## src/rtl/dlef_pkg.sv

```systemverilog
// Shared types, codes and the CRC-8 helper for the DLE framer.
package dlef_pkg;

    localparam logic [7:0] DLE = 8'h10;
    localparam logic [7:0] STX = 8'h02;
    localparam logic [7:0] ETX = 8'h03;
    localparam logic [7:0] CRC_POLY = 8'b0000_0111;

    localparam logic [7:0] MAX_LENGTH_RESET = 8'd255;
    localparam logic [7:0] PACKET_TYPE_RESET = 8'd0;

    typedef enum logic [1:0] {
        ST_OK          = 2'd0,
        ST_NO_ROOM     = 2'd1,
        ST_NO_ROOM_DLE = 2'd2
    } status_t;

    typedef enum logic {
        CFG_MAX_LENGTH  = 1'b0,
        CFG_PACKET_TYPE = 1'b1
    } cfg_index_t;

    typedef struct packed {
        logic [7:0] data_byte;
        logic       first_byte;
        logic       final_byte;
    } item_t;

    typedef struct packed {
        logic       valid;
        logic [7:0] out_byte;
        status_t    status;
        logic       run_last;
    } result_t;

    typedef struct packed {
        logic take;
        logic idle;
    } seq_ctrl_t;

    // CRC-8, MSB first, no reflection, no final xor
    function automatic logic [7:0] crc8_feed(logic [7:0] crc, logic [7:0] b);
        logic [7:0] c;
        logic       inv;
        c = crc;
        for (int i = 7; i >= 0; i--)
        begin
            inv = b[i] ^ c[7];
            c = {c[6:0], 1'b0};
            if (inv)
            begin
                c = c ^ CRC_POLY;
            end
        end
        return c;
    endfunction

endpackage

```

## src/rtl/dlef_if.sv

```systemverilog
// Valid/ready channels for payload bytes in and framed bytes out.
interface dlef_in_if;
    logic       valid;
    logic       ready;
    logic [7:0] data_byte;
    logic       first_byte;
    logic       final_byte;

    modport source (output valid, output data_byte, output first_byte,
                    output final_byte, input ready);
    modport sink (input valid, input data_byte, input first_byte,
                  input final_byte, output ready);
endinterface

interface dlef_out_if;
    logic       valid;
    logic       ready;
    logic [7:0] out_byte;
    logic [1:0] status;
    logic       run_last;

    modport source (output valid, output out_byte, output status,
                    output run_last, input ready);
    modport sink (input valid, input out_byte, input status,
                  input run_last, output ready);
endinterface

```

## src/rtl/dle_framer_with_crc8.sv

```systemverilog
// Top level of the DLE/STX/ETX byte-stuffing framer with CRC-8.
// Path: an accepted request is held in the input register until the sequencer
// takes it; the sequencer emits one output byte per slot into the output register.
// Throughput: one output byte per cycle while the output register has room; the
// sequencer works on one request at a time (a stuffed DLE adds an output byte).
// Reset: max_length to 255, packet_type to 0, CRC, count and frame flags cleared.
module dle_framer_with_crc8 (
    input  logic       clk,
    input  logic       rst_n,
    dlef_in_if.sink    payload,
    dlef_out_if.source frame,
    input  logic       cfg_we,
    input  logic       cfg_index,
    input  logic [7:0] cfg_wdata
);

    logic [7:0] max_length_reg, max_length_next;
    logic [7:0] packet_type_reg, packet_type_next;

    logic            in_valid_reg, in_valid_next;
    dlef_pkg::item_t in_item_reg;

    logic                out_valid_reg, out_valid_next;
    logic [7:0]          out_byte_reg;
    dlef_pkg::status_t   status_reg;
    logic                run_last_reg;

    dlef_pkg::seq_ctrl_t seq_ctrl;
    dlef_pkg::result_t   seq_res;
    logic                out_room;
    logic                in_accept;

    always_comb
    begin
        max_length_next  = max_length_reg;
        packet_type_next = packet_type_reg;
        if (cfg_we)
        begin
            case (cfg_index)
                dlef_pkg::CFG_MAX_LENGTH:  max_length_next = cfg_wdata;
                dlef_pkg::CFG_PACKET_TYPE: packet_type_next = cfg_wdata;
                default: ;
            endcase
        end
    end

    assign payload.ready = !in_valid_reg || seq_ctrl.take;
    assign in_accept     = payload.valid && payload.ready;
    assign in_valid_next = in_accept ? 1'b1 : (seq_ctrl.take ? 1'b0 : in_valid_reg);

    assign out_room       = !out_valid_reg || frame.ready;
    assign out_valid_next = out_room ? seq_res.valid : out_valid_reg;

    dlef_seq u_seq (
        .clk         (clk),
        .rst_n       (rst_n),
        .item        (in_item_reg),
        .item_valid  (in_valid_reg),
        .res_ready   (out_room),
        .max_length  (max_length_reg),
        .packet_type (packet_type_reg),
        .ctrl        (seq_ctrl),
        .res         (seq_res)
    );

    always_ff @(posedge clk or negedge rst_n)
    begin
        if (!rst_n)
        begin
            max_length_reg  <= dlef_pkg::MAX_LENGTH_RESET;
            packet_type_reg <= dlef_pkg::PACKET_TYPE_RESET;
            in_valid_reg    <= 1'b0;
            out_valid_reg   <= 1'b0;
        end
        else
        begin
            max_length_reg  <= max_length_next;
            packet_type_reg <= packet_type_next;
            in_valid_reg    <= in_valid_next;
            out_valid_reg   <= out_valid_next;
        end
    end

    always_ff @(posedge clk)
    begin
        if (in_accept)
        begin
            in_item_reg.data_byte  <= payload.data_byte;
            in_item_reg.first_byte <= payload.first_byte;
            in_item_reg.final_byte <= payload.final_byte;
        end
        if (out_room && seq_res.valid)
        begin
            out_byte_reg <= seq_res.out_byte;
            status_reg   <= seq_res.status;
            run_last_reg <= seq_res.run_last;
        end
    end

    assign frame.valid    = out_valid_reg;
    assign frame.out_byte = out_byte_reg;
    assign frame.status   = status_reg;
    assign frame.run_last = run_last_reg;

    // an error result always closes its request and carries no byte
    a_err_is_last: assert property (@(posedge clk) disable iff (!rst_n)
        (frame.valid && (status_reg != dlef_pkg::ST_OK))
            |-> (run_last_reg && (out_byte_reg == 8'd0)))
        else $error("error result not last or byte not zero");

    // an idle sequencer never leaves a held request waiting
    a_idle_takes: assert property (@(posedge clk) disable iff (!rst_n)
        (in_valid_reg && seq_ctrl.idle) |-> seq_ctrl.take)
        else $error("idle sequencer did not take held request");

    // a sequencer result is only produced when the output register has room
    a_res_room: assert property (@(posedge clk) disable iff (!rst_n)
        seq_res.valid |-> out_room)
        else $error("result produced with output register full");

endmodule

```

## src/rtl/dlef_seq.sv

```systemverilog
// Frame sequencer: walks the byte slots of one request, one output byte a cycle while res_ready is high.
module dlef_seq (
    input  logic               clk,
    input  logic               rst_n,
    input  dlef_pkg::item_t    item,
    input  logic               item_valid,
    input  logic               res_ready,
    input  logic [7:0]         max_length,
    input  logic [7:0]         packet_type,
    output dlef_pkg::seq_ctrl_t ctrl,
    output dlef_pkg::result_t  res
);

    typedef enum logic [7:0] {
        SL_IDLE = 8'b0000_0001,
        SL_DLE0 = 8'b0000_0010,
        SL_STX  = 8'b0000_0100,
        SL_TYPE = 8'b0000_1000,
        SL_DATA = 8'b0001_0000,
        SL_CRC  = 8'b0010_0000,
        SL_DLE1 = 8'b0100_0000,
        SL_ETX  = 8'b1000_0000
    } slot_t;

    slot_t      slot_reg, slot_next;
    logic       dup_reg, dup_next;
    logic       in_frame_reg, in_frame_next;
    logic       dropping_reg, dropping_next;
    logic [7:0] crc_reg, crc_next;
    logic [7:0] count_reg, count_next;
    logic [7:0] data_reg, data_next;
    logic       fin_reg, fin_next;

    logic [7:0] cur_byte;
    logic       use_crc;
    logic       stuff;
    slot_t      after_slot;
    logic       emit;
    logic       room;
    logic       fail;
    logic       finish;
    logic       take;

    always_comb
    begin
        case (slot_reg)
            SL_DLE0: cur_byte = dlef_pkg::DLE;
            SL_STX:  cur_byte = dlef_pkg::STX;
            SL_TYPE: cur_byte = packet_type;
            SL_DATA: cur_byte = data_reg;
            SL_CRC:  cur_byte = crc_reg;
            SL_DLE1: cur_byte = dlef_pkg::DLE;
            SL_ETX:  cur_byte = dlef_pkg::ETX;
            default: cur_byte = 8'd0;
        endcase

        case (slot_reg)
            SL_DLE0: after_slot = SL_STX;
            SL_STX:  after_slot = SL_TYPE;
            SL_TYPE: after_slot = SL_DATA;
            SL_DATA: after_slot = fin_reg ? SL_CRC : SL_IDLE;
            SL_CRC:  after_slot = SL_DLE1;
            SL_DLE1: after_slot = SL_ETX;
            default: after_slot = SL_IDLE;
        endcase
    end

    assign use_crc = (slot_reg == SL_TYPE) || (slot_reg == SL_DATA);
    assign stuff   = use_crc || (slot_reg == SL_CRC);
    assign room    = count_reg < max_length;
    assign emit    = (slot_reg != SL_IDLE) && res_ready;

    always_comb
    begin
        slot_next     = slot_reg;
        dup_next      = dup_reg;
        in_frame_next = in_frame_reg;
        dropping_next = dropping_reg;
        crc_next      = crc_reg;
        count_next    = count_reg;
        data_next     = data_reg;
        fin_next      = fin_reg;
        res.valid     = 1'b0;
        res.out_byte  = 8'd0;
        res.status    = dlef_pkg::ST_OK;
        res.run_last  = 1'b0;
        fail          = 1'b0;

        if (emit)
        begin
            res.valid = 1'b1;
            if (!room)
            begin
                fail       = 1'b1;
                res.status = dup_reg ? dlef_pkg::ST_NO_ROOM_DLE : dlef_pkg::ST_NO_ROOM;
            end
            else if (dup_reg)
            begin
                res.out_byte = dlef_pkg::DLE;
                count_next   = count_reg + 8'd1;
                dup_next     = 1'b0;
                slot_next    = after_slot;
                res.run_last = (after_slot == SL_IDLE);
            end
            else
            begin
                res.out_byte = cur_byte;
                count_next   = count_reg + 8'd1;
                if (use_crc)
                begin
                    crc_next = dlef_pkg::crc8_feed(crc_reg, cur_byte);
                end
                if (stuff && (cur_byte == dlef_pkg::DLE))
                begin
                    dup_next = 1'b1;
                end
                else
                begin
                    slot_next    = after_slot;
                    res.run_last = (after_slot == SL_IDLE);
                    // closing ETX ends the frame
                    if (slot_reg == SL_ETX)
                    begin
                        in_frame_next = 1'b0;
                    end
                end
            end

            if (fail)
            begin
                slot_next     = SL_IDLE;
                dup_next      = 1'b0;
                in_frame_next = 1'b0;
                dropping_next = 1'b1;
                res.run_last  = 1'b1;
            end
        end

        finish = emit && res.run_last;
        take   = item_valid && ((slot_reg == SL_IDLE) || finish);

        // next request sees the frame state left by the one finishing now
        if (take)
        begin
            data_next = item.data_byte;
            fin_next  = item.final_byte;
            if (item.first_byte)
            begin
                crc_next      = 8'd0;
                count_next    = 8'd0;
                in_frame_next = 1'b1;
                dropping_next = 1'b0;
                dup_next      = 1'b0;
                slot_next     = SL_DLE0;
            end
            else if (in_frame_next && !dropping_next)
            begin
                slot_next = SL_DATA;
            end
        end
    end

    assign ctrl.take = take;
    assign ctrl.idle = (slot_reg == SL_IDLE);

    always_ff @(posedge clk or negedge rst_n)
    begin
        if (!rst_n)
        begin
            slot_reg     <= SL_IDLE;
            dup_reg      <= 1'b0;
            in_frame_reg <= 1'b0;
            dropping_reg <= 1'b0;
            crc_reg      <= 8'd0;
            count_reg    <= 8'd0;
        end
        else
        begin
            slot_reg     <= slot_next;
            dup_reg      <= dup_next;
            in_frame_reg <= in_frame_next;
            dropping_reg <= dropping_next;
            crc_reg      <= crc_next;
            count_reg    <= count_next;
        end
    end

    always_ff @(posedge clk)
    begin
        data_reg <= data_next;
        fin_reg  <= fin_next;
    end

endmodule

```

## src/flat_wrapper.sv

```systemverilog
// flat-port wrapper written by rule: the top's interface ports become plain ports
module dle_framer_with_crc8_flat 
  (clk, rst_n, cfg_we, cfg_index, cfg_wdata, payload_valid, payload_data_byte, payload_first_byte, payload_final_byte, payload_ready, frame_valid, frame_out_byte, frame_status, frame_run_last, frame_ready);
  dlef_in_if payload_i ();
  dlef_out_if frame_i ();
  input  logic clk;
  input  logic rst_n;
  input  logic cfg_we;
  input  logic cfg_index;
  input  logic [7:0] cfg_wdata;
  input wire logic [$bits(payload_i.valid)-1:0] payload_valid;
  input wire logic [$bits(payload_i.data_byte)-1:0] payload_data_byte;
  input wire logic [$bits(payload_i.first_byte)-1:0] payload_first_byte;
  input wire logic [$bits(payload_i.final_byte)-1:0] payload_final_byte;
  output wire logic [$bits(payload_i.ready)-1:0] payload_ready;
  output wire logic [$bits(frame_i.valid)-1:0] frame_valid;
  output wire logic [$bits(frame_i.out_byte)-1:0] frame_out_byte;
  output wire logic [$bits(frame_i.status)-1:0] frame_status;
  output wire logic [$bits(frame_i.run_last)-1:0] frame_run_last;
  input wire logic [$bits(frame_i.ready)-1:0] frame_ready;
  assign payload_i.valid = payload_valid;
  assign payload_i.data_byte = payload_data_byte;
  assign payload_i.first_byte = payload_first_byte;
  assign payload_i.final_byte = payload_final_byte;
  assign payload_ready = payload_i.ready;
  assign frame_valid = frame_i.valid;
  assign frame_out_byte = frame_i.out_byte;
  assign frame_status = frame_i.status;
  assign frame_run_last = frame_i.run_last;
  assign frame_i.ready = frame_ready;
  dle_framer_with_crc8 u_core (.clk(clk), .rst_n(rst_n), .payload(payload_i), .frame(frame_i), .cfg_we(cfg_we), .cfg_index(cfg_index), .cfg_wdata(cfg_wdata));
endmodule
```

## config.mk

```make
export PLATFORM = sky130hd
export DESIGN_NAME = dle_framer_with_crc8_flat
export DESIGN_NICKNAME = d
export VERILOG_FILES = /design/src/rtl/dlef_pkg.sv /design/src/rtl/dlef_if.sv /design/src/rtl/dle_framer_with_crc8.sv /design/src/rtl/dlef_seq.sv /design/src/flat_wrapper.sv
export SDC_FILE = /design/constraint.sdc
export NUM_CORES = 1
export LEC_CHECK = 0
export BUFFER_PORTS_ARGS = -buffer_cell sky130_fd_sc_hd__buf_4
export CORE_ASPECT_RATIO = 1.4
export CORE_MARGIN = 5
export CORE_UTILIZATION = 64
export CTS_CLUSTER_DIAMETER = 60
export DETAILED_ROUTE_END_ITERATION = 7
export PLACE_DENSITY_LB_ADDON = 0.2
export SETUP_SLACK_MARGIN = 0.02
export SLEW_MARGIN = 20
export SYNTH_ARGS = -nofsm -noshare
export SYNTH_HDL_FRONTEND = slang
export SYNTH_HIERARCHICAL = 1
export SYNTH_SLANG_ARGS = --single-unit
```

## constraint.sdc

```tcl
create_clock -name clk -period 6.5 [get_ports clk]
set_input_delay 0.975 -clock clk [delete_from_list [all_inputs] [get_ports clk]]
set_output_delay 0.975 -clock clk [all_outputs]
set_load 0.01 [all_outputs]
```

==> key figures, run 1 <==
Outcome
  • Status: completed

Worst setup path
  • Slowest stage cell, crit path: and3_1
  • WP data required: 5.52 ns
  • CP peak stage delay: 0.54 ns
  • Crit path buf inv count: 1
  • Delay-heaviest family, CP: simple AND/OR/NAND/NOR gates
  • Worst Setup SP: u_core/u_seq/slot_reg[1]
  • Max FO, Critical Path: 13
  • Worst r2r src: u_core/u_seq/slot_reg[5]
  • Critical path startpoint category: flop
  • Endpoint class of the critical path: primary output
  • WS Path Type: flop to primary output
  • CP Cell Sequence: nor3_2 -> and3_1 -> a221oi_2 -> nor4_1 -> nand3_1 -> a22o_1 -> nand2b_1 -> buf_4
  • Worst Path Arrival: roughly 3.4 ns

Place
  • Area post-placement: between 4000 and 5000 um^2
  • DP Cell Count: 441
  • Port Buffers: 36
  • Final GP Congestion: between 0.9 and 1
  • Post-DP HPWL: 6402 um

Timing
  • Max_slew headroom: a little over half
  • Setup TNS: 0 ns
  • Minimum clock period after layout: 4.389 ns
  • RSZ-0062 raised after global routing: false
  • Max-slew violation count: 0
  • Fin. Hold Viols: 0
  • Setup violations, final: 0
  • F_max: 0.2279 GHz
  • Worst-margin pin slew: 0.6890 ns
  • Worst Skew: ~0.014 ns
  • Period utilization: between 60% and 70%

Finish
  • Area Growth Syn to Fin: 11.40%
  • Util after Layout: just over 70%
  • Layout Cell Area excl Fill: between 4000 and 5000 um^2
  • Max reg flops: 10
  • Diodes inserted: 0
  • Layout cell share with drive strength beyond 1: between 20% and 30%
  • Final nets: 412
  • Layout Cells excl Fill: 457

Clocking
  • Clk buf depth: 2
  • Hold buffer count at CTS: 0
  • Reg clk slew, reported paths: 0.08 ns
  • CTS tree: built
  • CTS Sinks: 75
  • H-tree Lvls: 3
  • Post-cts repair resize count: 0
  • Clock insertion delay at the later pin of the skew report: 0.35 ns
  • CTS buffer count: 9
  • Root buf cell: clkbuf_8
  • Setup bufs post-CTS: 0

Global routing
  • Vias in the first global route: 2,945
  • Total overflow reported by the global router: 0
  • Total GRT Usage: 23.28%
  • Antenna violations before repair: 0
  • First-pass GRT wire length: around 14,000 um
  • Largest net degree at the start of global routing: 46

Min path
  • Worst Hold Launch: u_core/in_item_reg[7]
  • Hold Path Class: flop to flop

Synthesis
  • Post-synthesis cell count: 348
  • Synth cell types: 63
  • Mapped cell area: slightly below 4000 um^2
  • Post-synth EDFFs: 30
  • Synth warn: 6
  • Primary FF master, synth: dfrtp_1
  • #FFs+latches synth: 75
  • Sequential area share after synthesis: between 50% and 60%
  • Mapped Avg Cell Area: between 10 and 15 um^2
  • Asr flop ratio synth: 60.00%
  • Net Count, Synth: 380

Floorplan
  • Chip width: 76.59 um
  • Row cnt: 34
  • Initial Util: 64.85%
  • Top-level port count: 37
  • Die area: 7905 um^2
  • Core area: 6126 um^2
  • Die Ht: 103.2 um

Route
  • Drt drc: 0
  • Avg WL per Cell: 19.21 um
  • Overall routed net length: 8779 um
  • Via count: 2,885
  • Post-route ant nets: 0
  • Via density: roughly 6.3
  • Initial DRC Count: approximately 380
  • First-pass DRT Iterations: 5

Pwr
  • PD cells: 535.0 nW/um^2
  • Tot Pwr: 2.367 mW
  • P_leak: 1.889 nW
  • Max VDD drop: 255.0 uV

Run
  • Max Cap Viol: 0
-- synth_stat cells, types with 3 or more instances --
master	n	area share, %
nand2_1	17	1.6
a31oi_1	3	0.47
or3_1	4	0.63
o21a_1	4	0.76
nor3_1	5	0.63
ha_1	8	2.5
xor2_1	9	2.0
xnor2_1	14	3.1
buf_6	6	1.7
a22oi_1	3	0.57
edfxtp_1	30	23
nor4_1	3	0.47
nor2_1	34	3.2
and2_1	6	0.94
and3_1	8	1.3
a21oi_1	13	1.6
and4_1	3	0.66
inv_1	14	1.3
a22o_1	9	2.0
nor2b_1	3	0.47
mux2_2	16	4.5
o21ai_0	14	1.8
nand4_1	4	0.63
nand3_1	11	1.4
dfstp_2	9	6.0
buf_2	8	1.0
mux2i_1	4	1.0
dfrtp_1	36	23
nand2b_1	7	1.1
-- metrics by stage --
step | hold WS (ns) | worst slack, ns
after global routing | 0.4420 | 1.988
after floorplan | 0.4003 | 3.070
after detailed placement | 0.4107 | 2.579
final | 0.4281 | 2.111
after CTS | 0.4300 | 2.175
after global placement | 0.4042 | 2.708
-- kinds of logic after synthesis --
family,count (synthesis),synth area share [%]
AND/OR/NAND/NOR,118,16.35
flip-flops,75,51.31
AO/OA/AOI/OAI,68,12.57
buffers and inverters,32,4.598
XOR/XNOR,26,6.835
multiplexers,21,5.827
adder cells (fa/ha/maj),8,2.520
-- area by class of cell --
class | instances | area, um^2
sequential | 75 | 2038
multi-input combinational | 241 | 1752
fill | 444 | 1700
timing repair buffer | 39 | 292.8
clock buffer | 9 | 123.9
tap | 72 | 90.09
clock inverter | 7 | 76.32
inverter | 14 | 52.55
-- where the power goes --
group | total [mW] | internal, mW | switching (mW)
logic | 1.17 | 0.502 | 0.670
clock network | 0.353 | 0.179 | 0.174
registers | 0.843 | 0.703 | 0.140
total | 2.37 | 1.38 | 0.984
-- routing by layer --
metal,GRT usage [%],part of all wire [%]
met1,24.41,36
met2,42.68,53
met3,5.026,5.8
met4,14.40,4.8
met5,0,0
-- worst paths after layout --
path	end	slack, ns	cells past startpoint
max	payload_ready	2.11	8
min	u_core/u_seq/data_reg[5]	0.43	0
max reg2reg	u_core/in_item_reg[1]	2.97	8
min reg2reg	u_core/u_seq/data_reg[5]	0.43	0
max in group asynchronous	u_core/u_seq/crc_reg[6]	5.49	1
min in group asynchronous	u_core/frame.valid	0.60	1
-- worst reg2reg max path: cells and delay by family, from the launching register on --
kind,cells,cell delay (ns)
AOI/OAI and AO/OA,3,1.01
DFF,1,0.54
and+or+nand+nor,5,1.63
-- placed cells by master (no fill, tap or decap), drive strengths merged, types with 2 or more instances in the layout --
cell type	n
edfxtp	30
nor4	3
or3	5
inv	15
mux2	17
nor2	34
mux2i	4
a211oi	4
a31oi	3
a22o	9
a311oi	2
dfrtp	36
clkbuf	9
xnor2	14
buf	39
ha	8
nand3	11
o21a	4
and3	8
xor3	2
and4	3
a21oi	14
nor3	8
o31ai	2
nand4	4
clkinv	4
xor2	9
o21ai	16
and2	7
nor2b	5
nand2b	8
a22oi	4
nand2	18
dfstp	9
Note: power is estimated with default switching activity, not from simulation.
==> inputs of run 2 (changes only) <==
ABC_AREA = 1   (was default)
CORE_UTILIZATION = 54   (was 64)
clock period = 3.9 ns   (was 6.5 ns; I/O delays follow)
==> run 2 against run 1 <==
  * Die area increased by 19%
  * Synthesized cell count increased by 32%
  * First-iteration DRC count decreased by 35%
  * Combinational power increased by 55%
  * Non-clock buffer count decreased by 2
  * Critical path depth increased by 8
  * Clock skew increased by 0.0012 ns
  * Clock power increased by 82%
  * Cell count increased by 31%
  * Area after synthesis increased by 3.0%
==> key figures, run 2 <==
Timing
  • Minimum clock period after layout: between 3 and 4 ns
  • Worst-margin pin slew: around 0.96 ns
  • Max-slew violation count: 0
  • Setup TNS: 0 ns
  • Max_slew headroom: 36.00%
  • F_max: 0.2961 GHz
  • RSZ-0062 raised after global routing: false
  • WHS: ~0.22 ns
  • Setup violations, final: 0
  • Fin. Hold Viols: 0
  • Period utilization: between 80 and 90%
  • Worst Skew: 0.01509 ns

Floorplan
  • Core area: 7361 um^2
  • Top-level port count: 37
  • Chip width: 83.58 um
  • Die area: 9445 um^2
  • Row cnt: 37
  • Die Ht: between 100 and 150 um
  • Initial Util: 55.60%

Global routing
  • Largest net degree at the start of global routing: 46
  • Vias in the first global route: ~3k
  • Total overflow reported by the global router: 0
  • Antenna violations before repair: 0
  • First-pass GRT wire length: around 14,000 um
  • Total GRT Usage: 19.10%

Worst setup path
  • Critical path startpoint category: flop
  • Reg-to-Reg End: u_core/u_seq/crc_reg[7]
  • CP Cell Sequence: nor2_2 -> nand2_2 -> inv_4 -> nand3_1 -> nand3_1 -> nor2_2 -> nand2_2 -> nor2_4 -> nand3_4 -> nand3_2 -> nand3_2 -> nand2_1 -> inv_1 -> inv_1 -> nand2_1 -> buf_4
  • CP peak stage delay: 0.58 ns
  • Delay-heaviest family, CP: simple AND/OR/NAND/NOR gates
  • WS Path Type: flop to primary output
  • Slowest stage cell, crit path: dfstp_2
  • Worst Path Arrival: 2.79 ns
  • Reg2Reg Depth: 12
  • Crit path buf inv count: 4
  • Worst reg-to-reg setup slack: between 0.7 and 0.8 ns
  • WP data required: 3.31 ns
  • Worst r2r src: u_core/max_length_reg[5]
  • Max FO, Critical Path: 18
  • Endpoint class of the critical path: primary output

Pwr
  • PD cells: between 800 and 900 nW/um^2
  • Max VDD drop: 471.0 uV
  • P_leak: between 2 and 2.5 nW

Finish
  • Util after Layout: approximately 63%
  • Commonest non-fill, non-tap cell in the layout: nand2_1
  • Diodes inserted: 0
  • Layout Cell Area excl Fill: approximately 4600 um^2
  • Final nets: ~530
  • Layout cell share with drive strength beyond 1: 23.95%
  • Max reg flops: 10
  • Area Growth Syn to Fin: 13.02%
  • Most frequent cells in the layout: nand2_1, nand3_1, inv_1

Route
  • Overall routed net length: 8448 um
  • Via density: 5.209
  • Post-route ant nets: 0
  • Drt drc: 0
  • First-pass DRT Iterations: 4
  • Avg WL per Cell: 14.13 um
  • Via count: 3,115
  • Initial DRC Count: between 200 and 250

Clocking
  • H-tree Lvls: 3
  • Clock insertion delay at the later pin of the skew report: 0.35 ns
  • Setup bufs post-CTS: 0
  • Clk buf depth: 2
  • CTS Sinks: 75
  • CTS buffer count: 9
  • CTS tree: built
  • Root buf cell: clkbuf_8
  • Reg clk slew, reported paths: 0.08 ns
  • Post-cts repair resize count: 0
  • Hold buffer count at CTS: 0

Place
  • Port Buffers: 36
  • Area post-placement: 4400 um^2
  • Post-DP HPWL: 6427 um
  • Final GP Congestion: 0.9822

Outcome
  • Status: completed

Min path
  • Hold Path Class: primary input to async pin

Run
  • Max Cap Viol: 0

Synthesis
  • Net Count, Synth: 490
  • Synth warn: 6
  • Post-synthesis cell count: roughly 460
  • Mapped cell area: 4093 um^2
  • Mapped Avg Cell Area: 8.936 um^2
-- run 2: layout make-up --
class                      count  area, um^2
tap                           97       121.4
clock buffer                  13       202.7
timing repair buffer          37       277.8
clock inverter                 3       22.52
multi-input combinational    312        1724
fill                         628        2735
inverter                      61       239.0
sequential                    75        2038
-- run 2: stage by stage --
step | power (mW) | setup WS, ns | instances
floorplan | 2.721 | 1.013 | 458
global placement | 3.088 | 0.8280 | 582
detailed placement | 3.116 | 0.8018 | 582
CTS | 3.771 | 0.5240 | 598
global route | 4.070 | 0.2326 | 598
finish | 3.756 | 0.5231 | 598
-- run 2: per-layer routing --
layer	routed length [um]	global-route usage, %	vias up	part of all wire [%]
li1	-	-	1566	-
met1	3559	23.54	1449	42
met2	4169	31.12	78	49
met3	402	4.588	22	4.8
met4	316	9.979	0	3.7
met5	0	0	-	0
-- run 2: how the worst max path moves through the flow --
stage                                  start                       to  slack (ns)  cells after the start
finish              u_core/u_seq/slot_reg[0]            payload_ready        0.52                     16
global route        u_core/u_seq/slot_reg[3]            payload_ready        0.23                     16
CTS                 u_core/u_seq/slot_reg[3]            payload_ready        0.52                     16
detailed placement  u_core/max_length_reg[5]  u_core/u_seq/crc_reg[7]        0.80                     12
global placement    u_core/max_length_reg[5]  u_core/u_seq/crc_reg[7]        0.83                     12
floorplan           u_core/u_seq/slot_reg[0]    u_core/in_item_reg[0]        1.01                     17
-- run 2: worst reg2reg max path: stages (launching register included) --
cell and delay, ns:
dfstp_2 0.53, inv_1 0.04, ha_1 0.30, a21oi_1 0.15, nor2_1 0.05, a211oi_1 0.16
nand2_1 0.13, nor2_2 0.39, nand2_1 0.32, a21oi_2 0.52, nand3_1 0.16, o21ai_0 0.21
nor2_4 0.06
-- run 2: report_power, final --
part           leakage [nW]  total [mW]  internal (mW)  switching, mW
combinational          1.30        1.81          0.590           1.21
clock                 0.115       0.643          0.350          0.293
sequential            0.851        1.31           1.16          0.152
